==> src/lagrange_basis_eval_unit_defines.svh <==
// Assertion macros for the Lagrange basis evaluator.
// Needs i_clk and i_rst_n in the scope of the module that uses them.
`ifndef LAGRANGE_BASIS_EVAL_UNIT_DEFINES_SVH
`define LAGRANGE_BASIS_EVAL_UNIT_DEFINES_SVH

// same-cycle implication, off while in reset
`define ASSERT_IMPL(lbl, ante, cons, msg) \
    lbl: assert property (@(posedge i_clk) disable iff (!i_rst_n) (ante) |-> (cons)) \
        else $error(msg);

// next-cycle implication, off while in reset
`define ASSERT_NEXT(lbl, ante, cons, msg) \
    lbl: assert property (@(posedge i_clk) disable iff (!i_rst_n) (ante) |=> (cons)) \
        else $error(msg);

`endif

==> src/lbe_pkg.sv <==
// Shared constants, types and helper functions of the Lagrange basis evaluator.
// No dependencies; used by every module of the block.
package lbe_pkg;

    localparam int MAX_NODES = 16;
    localparam int FRAC_BITS = 16;
    localparam int X_W       = 24;
    localparam int DATA_W    = 64;
    localparam int HALF_W    = DATA_W / 2;
    localparam int CNT_W     = 5;
    localparam int IDX_W     = 4;
    localparam int NODE_W    = $clog2(MAX_NODES);
    localparam int LANES     = MAX_NODES + 1;
    localparam int CMP_W     = (CNT_W > NODE_W) ? CNT_W : NODE_W + 1;

    // x - (k << F) and its magnitude
    localparam int KSH_W     = NODE_W + FRAC_BITS + 1;
    localparam int DIFF_W    = ((X_W > KSH_W) ? X_W : KSH_W) + 1;
    localparam int PP_W      = HALF_W + DIFF_W;
    localparam int PROD_W    = PP_W + HALF_W + 1;

    localparam int DIV_STEPS = DATA_W;
    // result delay: node stages, slope sum terms, divider entry, steps and exit
    localparam int LATENCY   = 3 * MAX_NODES + DIV_STEPS + 2;

    // configuration register map
    localparam int RIDX_W = 2;
    localparam int ADDR_W = RIDX_W + 2;
    localparam logic [RIDX_W-1:0] REG_NODE_COUNT  = 2'd0;
    localparam logic [RIDX_W-1:0] REG_BASIS_INDEX = 2'd1;
    localparam logic [RIDX_W-1:0] REG_BASIS_MODE  = 2'd2;

    localparam logic [DATA_W-1:0] ONE_Q   = DATA_W'(1) << FRAC_BITS;
    localparam logic [DATA_W-1:0] SAT_POS = {1'b0, {(DATA_W-1){1'b1}}};
    localparam logic [DATA_W-1:0] SAT_NEG = {1'b1, {(DATA_W-1){1'b0}}};

    typedef struct packed {
        logic [CNT_W-1:0] node_count;
        logic [IDX_W-1:0] basis_index;
        logic             basis_mode;
    } t_cfg;

    // lane 0: full product; lane l: product leaving out node l-1
    typedef logic [LANES-1:0][DATA_W-1:0] t_lanes;
    typedef logic [LANES-1:0]             t_lane_flags;

    // node count clipped to the node capacity
    function automatic logic [CMP_W-1:0] n_eff(t_cfg c);
        logic [CMP_W-1:0] n;
        n = CMP_W'(c.node_count);
        return (n > CMP_W'(MAX_NODES)) ? CMP_W'(MAX_NODES) : n;
    endfunction

    // node takes part in the product (inside the set and not the basis node)
    function automatic logic node_used(t_cfg c, logic [NODE_W-1:0] k);
        return (CMP_W'(k) < n_eff(c)) &&
               !(c.basis_mode && (CMP_W'(k) == CMP_W'(c.basis_index)));
    endfunction

endpackage

==> src/lbe_denom.sv <==
// Sequential denominator unit: product of (k - i) over nodes k != i, as sign
// and saturated magnitude, rebuilt after reset and every register write.
// Depends on lbe_pkg.
module lbe_denom import lbe_pkg::*; (
    input  logic              i_clk,
    input  logic              i_rst_n,
    input  t_cfg              i_cfg,
    input  logic              i_restart,
    output logic              o_busy,
    output logic              o_dneg,
    output logic [DATA_W-1:0] o_dmag
);

    localparam int DP_W = DATA_W + CMP_W;

    logic              r_run, n_run;
    logic [NODE_W-1:0] r_k, n_k;
    logic [DATA_W-1:0] r_mag, n_mag;
    logic              r_neg, n_neg;
    logic [CMP_W-1:0]  kc, ic, fac;
    logic [DP_W-1:0]   prod;

    // one factor per cycle
    always_comb begin
        kc    = CMP_W'(r_k);
        ic    = CMP_W'(i_cfg.basis_index);
        fac   = (kc > ic) ? (kc - ic) : (ic - kc);
        prod  = DP_W'(r_mag) * DP_W'(fac);
        n_run = r_run;
        n_k   = r_k;
        n_mag = r_mag;
        n_neg = r_neg;
        if (i_restart) begin
            n_run = 1'b1;
            n_k   = '0;
            n_mag = DATA_W'(1);
            n_neg = 1'b0;
        end else if (r_run) begin
            if ((kc < n_eff(i_cfg)) && (kc != ic)) begin
                n_mag = (|prod[DP_W-1:DATA_W]) ? {DATA_W{1'b1}} : prod[DATA_W-1:0];
                n_neg = r_neg ^ (kc < ic);
            end
            if (r_k == NODE_W'(MAX_NODES - 1)) begin
                n_run = 1'b0;
            end else begin
                n_k = r_k + 1'b1;
            end
        end
    end

    always_ff @(posedge i_clk) begin
        if (!i_rst_n) begin
            r_run <= 1'b1;
            r_k   <= '0;
            r_mag <= DATA_W'(1);
            r_neg <= 1'b0;
        end else begin
            r_run <= n_run;
            r_k   <= n_k;
            r_mag <= n_mag;
            r_neg <= n_neg;
        end
    end

    // full mode divides by one
    assign o_busy = r_run;
    assign o_dneg = i_cfg.basis_mode & r_neg;
    assign o_dmag = i_cfg.basis_mode ? r_mag : DATA_W'(1);

endmodule
==> config.mk <==
export PLATFORM = sky130hd
export DESIGN_NAME = lbe_denom
export DESIGN_NICKNAME = d
export VERILOG_FILES = /design/src/lagrange_basis_eval_unit_defines.svh /design/src/lbe_pkg.sv /design/src/lbe_denom.sv
export SDC_FILE = /design/constraint.sdc
export NUM_CORES = 1
export LEC_CHECK = 0
export BUFFER_PORTS_ARGS = -buffer_cell sky130_fd_sc_hd__buf_4
export CAP_MARGIN = 25
export CORE_ASPECT_RATIO = 2
export CORE_MARGIN = 1.5
export CORE_UTILIZATION = 60
export DETAILED_ROUTE_END_ITERATION = 10
export PLACE_DENSITY = 0.78
export SKIP_LAST_GASP = 1
export SYNTH_ARGS = -nofsm -noshare
export SYNTH_HDL_FRONTEND = slang
export SYNTH_SLANG_ARGS = --single-unit
==> constraint.sdc <==
create_clock -name i_clk -period 9.45 [get_ports i_clk]
set_clock_uncertainty 0.1 [all_clocks]
set_input_delay 0.945 -clock i_clk [delete_from_list [all_inputs] [get_ports i_clk]]
set_output_delay 0.945 -clock i_clk [all_outputs]
set_load 0.01 [all_outputs]
==> impl_results.md <==
- Basic-gate share of the synthesized area counting and, or, nand and nor cells: roughly a quarter
- Mean Syn Cell Area: about 7.8 µm²
- Critical R2R Capture: r_mag[27]
- Met2 wire length: 24.8 mm
- Post-route fraction of the period consumed by the critical path: around nine tenths
- Post-synthesis cell area: roughly 0.015 mm²
- Areal power density over the cells: around 120 mW/mm²
- Number of buffers inserted by hold repair at cts: 0
- H-tree depth: 3
- Internal power of the cells: roughly 1 mW
- Post-CTS setup repair buffer count: 0
- Nature of the critical path endpoint: register
- Horizontal die dimension: 114 µm
- Highest attainable clock frequency: around 0.12 GHz
- Headroom to the max-slew limit: between 20 and 30%
- Pin slew with the least headroom to its limit: between 1 and 1.5 ns
- Non-filler instance count after layout: 2165
- Total setup violations reported at the end of the flow: 0
- Highest ir drop seen on vdd: around 0.000073 V
- Worst setup path class: primary input to register
- Maximum cell stage delay along the critical path: between 0.8 and 0.9 ns
- Power Total: ~1.9 mW
- Dominant combinational cell family by area after synthesis: adder cells
- Switching Power: roughly 0.90 mW
- Static power due to leakage: 7.37 nW
- Final Hold Vio Count: 0
- Overall overflow remaining after global route: 0
- Average wire per standard cell: 20.4 µm
- Status: completed
- Setup slack of the most critical reg-to-reg path: between 1 and 1.5 ns
- Most common flop cell mapped by yosys: dfxtp_1
- Layout Area Growth over Synthesis: 6.77%
- Core utilization of the finished layout: between 60% and 70%
- Largest driver fanout on the critical path: 37
- Number of gates given a new drive strength after cts: 0
- Final estimated routing congestion in global placement: just over 1
- Minimum hold slack: ~0.50 ns
- Synthesized netlist cell count: between 1500 and 2000
- Sequential Power Share: 21.8%
- Part of the power in combinational logic: 58.7%
- Fin Setup TNS: 0 ns
- Combined global-route utilization of all metal layers: 35.7%
- Post-DRT Antenna Nets: 0
- Worst Hold Class: register to register
- Net switching fraction of the power: roughly 48%
- Initial standard-cell utilization of the core: between 60% and 70%
- Worst flop-to-flop path startpoint: r_k[1]
- Global-route wire length before repair: 71.0 mm
- Fraction of the mapped netlist area in compound gates: between 15 and 20%
- Number of remaining DRC errors: 0
- Cell Rows: 80
- Final-stage net count: between 2000 and 2500
- Post-Synth Adder-Cell Area: 33.3%
- Number of violations of the max-capacitance limit: 0
- Total wire length: between 40 and 50 mm
- Core area: 0.0239 mm²
- Largest cells by area after synthesis: fa_1, and2_1, dfxtp_1, ha_1, inv_1
- Clock network fraction of total power: about a fifth
- Via count of the first global-routing pass: 14100
- Die Y-Extent: around 220 µm
- Maximum number of pins on one net before global-route repair: 90
- Share of the yosys chip area belonging to registers: a little under a tenth
- Yosys Warn Count: 0
- IO Port Bufs: 78
- Net count after synthesis: approximately 2200
- Placed insts: about 2100
- Synth cell types: 68
- Dpl hpwl: roughly 34 mm
- RSZ-0062 raised after global routing: false
- CP endpoint: r_mag[27]
- Detailed-routing wirelength on met1: roughly 15 mm
- Number of vias per cell: between 6 and 7
- EDFF count, synth: 0
- Iter 0 DRT Violations: a little under 900
- Clock tree from TritonCTS: yes
- Library cell with the largest summed area after synthesis: fa_1
- Number of buffers added by the clock tree synthesis step: 9
- Count of pins over their slew limit: 0
- Max Used Layer: met4
- Routed via count: roughly 14000
- Routed length on met3: around 1.7 mm
- Flip-flop and latch count after synthesis: 70
- Share of flip-flops with an asynchronous set or reset after synthesis: 0%
- Portion of synthesized cell area occupied by the leading cell type: 25.7%
- Worst-path clk slew: 0.06 ns
- Parity-gate share of the synthesized area counting xor and xnor cells: under 10%
- Standard cell with the maximum stage delay on the critical path: xnor2_2
- Num ports: 79
- Share of layout cells above drive strength 1: under 10%
- Origin of the worst setup path: i_cfg[2]
- Critical path data required time: approximately 9.5 ns
- Number of buffers on the longest clock path: 2
- R2R depth: 23
- Clock tree sinks: 70
- CP startpoint kind: primary input
- Initial antenna violation count: 0
- Die outline area: 0.0254 mm²
- CTS Root Cell: clkbuf_16
- Share of synthesized area spent on multiplexers: less than 1%
- Clock period minus worst slack: ~8.6 ns
- Data arrival, critical path: slightly below 9 ns
- Drt first pass iters: 7
- Number of inserted diodes: 0
- Worst-Skew Late Latency: between 0.3 and 0.4 ns
-- synthesized netlist by cell type, types with 9 or more instances --
library cell  count
clkbuf_1         86
xnor2_1          33
nand2_1          97
nand2b_1         67
mux2i_1           9
inv_1           239
xor2_1           24
nor2b_1          81
a31oi_1          53
ha_1             89
and2_1          255
a21oi_1         108
nand3_1          18
nor2_1           93
nor3_1           19
fa_1            188
o211ai_1          9
o21a_1           16
buf_2            17
o21ai_0         120
dfxtp_1          70
a21o_1           23
a41oi_1          21
o21bai_1         11
or3_1            10
nand4_1          32
-- kinds of logic (layout without fill, tap and decap cells) --
group / after synthesis / in the layout
AO/OA/AOI/OAI: 417 / 417
XOR/XNOR: 57 / 57
adder cells (fa/ha/maj): 277 / 277
buffers and inverters: 346 / 350
flip-flops: 70 / 70
multiplexers: 9 / 9
AND/OR/NAND/NOR: 698 / 698
-- state kept, by name (all words and copies together), names as in the netlist --
register and cells:
r_mag 64, r_k 4, o_busy 1, r_neg 1
-- power by group through the flow --
stage	Clock [mW]	Combinational, mW	Sequential, mW
2_1_floorplan	0	0.824	0.371
3_3_place_gp	0	1.06	0.412
3_5_place_dp	0	1.09	0.412
4_1_cts	0.364	1.10	0.406
5_1_grt	0.377	1.23	0.413
6_report	0.366	1.10	0.408
-- per-stage QoR --
stage / setup WS [ns] / area, µm²
CTS: 0.914 / 15700
finish: 0.848 / 15700
global placement: 0.768 / 15400
global route: 0.428 / 15700
floorplan: 2.02 / 14700
detailed placement: 0.574 / 15400
-- placed cells by master (no fill, tap or decap), types with 3 or more instances in the layout --
master / instances
o21bai_1: 11
o2111a_1: 3
nor2b_1: 80
inv_1: 239
a31oi_1: 53
xnor2_1: 31
nand3_1: 18
fa_1: 188
mux2i_1: 8
and4_1: 3
and2_1: 255
or4_1: 3
a211oi_1: 5
o22ai_1: 3
dfxtp_1: 70
clkinv_2: 3
nor3_1: 19
and3_1: 6
a21boi_0: 3
a41oi_1: 21
nand4_1: 32
ha_1: 89
nand2_1: 97
o21a_1: 16
a21o_1: 23
xor2_1: 24
buf_4: 95
o21ai_0: 120
nand2b_1: 67
o211ai_1: 9
o21ai_1: 6
clkbuf_16: 9
a21oi_1: 108
o221ai_1: 3
or3_1: 10
nor2_1: 93
-- per-layer routing --
layer  global-route usage (%)  vias up
met2                     68.6      513
met3                     3.14      190
met1                     36.4     6743
met5                        0        -
li1                         -     6144
met4                     21.4        0
-- cell type report --
class | count | area [µm²]
clock buffers | 12 | 256
clock inverters | 4 | 45.0
fillers | 2145 | 8270
inverters | 239 | 897
multi-input cells | 1458 | 12000
flip-flops and latches | 70 | 1400
well taps | 287 | 359
repair buffers | 95 | 713
-- how the worst min path moves through the flow --
| stage | startpoint | endpoint | cells past startpoint |
|---|---|---|---|
| after global placement | o_busy | r_k[2] | 2 |
| after global routing | o_busy | r_k[2] | 2 |
| after CTS | o_busy | r_k[2] | 2 |
| final | o_busy | r_k[2] | 2 |
| after detailed placement | r_neg | r_neg | 2 |
| after floorplan | r_neg | r_neg | 2 |
-- critical path, delay by kind of cell --
family,cells,cell delay [ns]
AOI/OAI and AO/OA,10,1.97
xor gates and xnor gates,1,0.82
adders and majority gates,5,2.26
buffers and inverters,4,1.04
muxes,1,0.26
and+or+nand+nor,4,1.38
No activity file was read; power rests on OpenSTA's default activity.
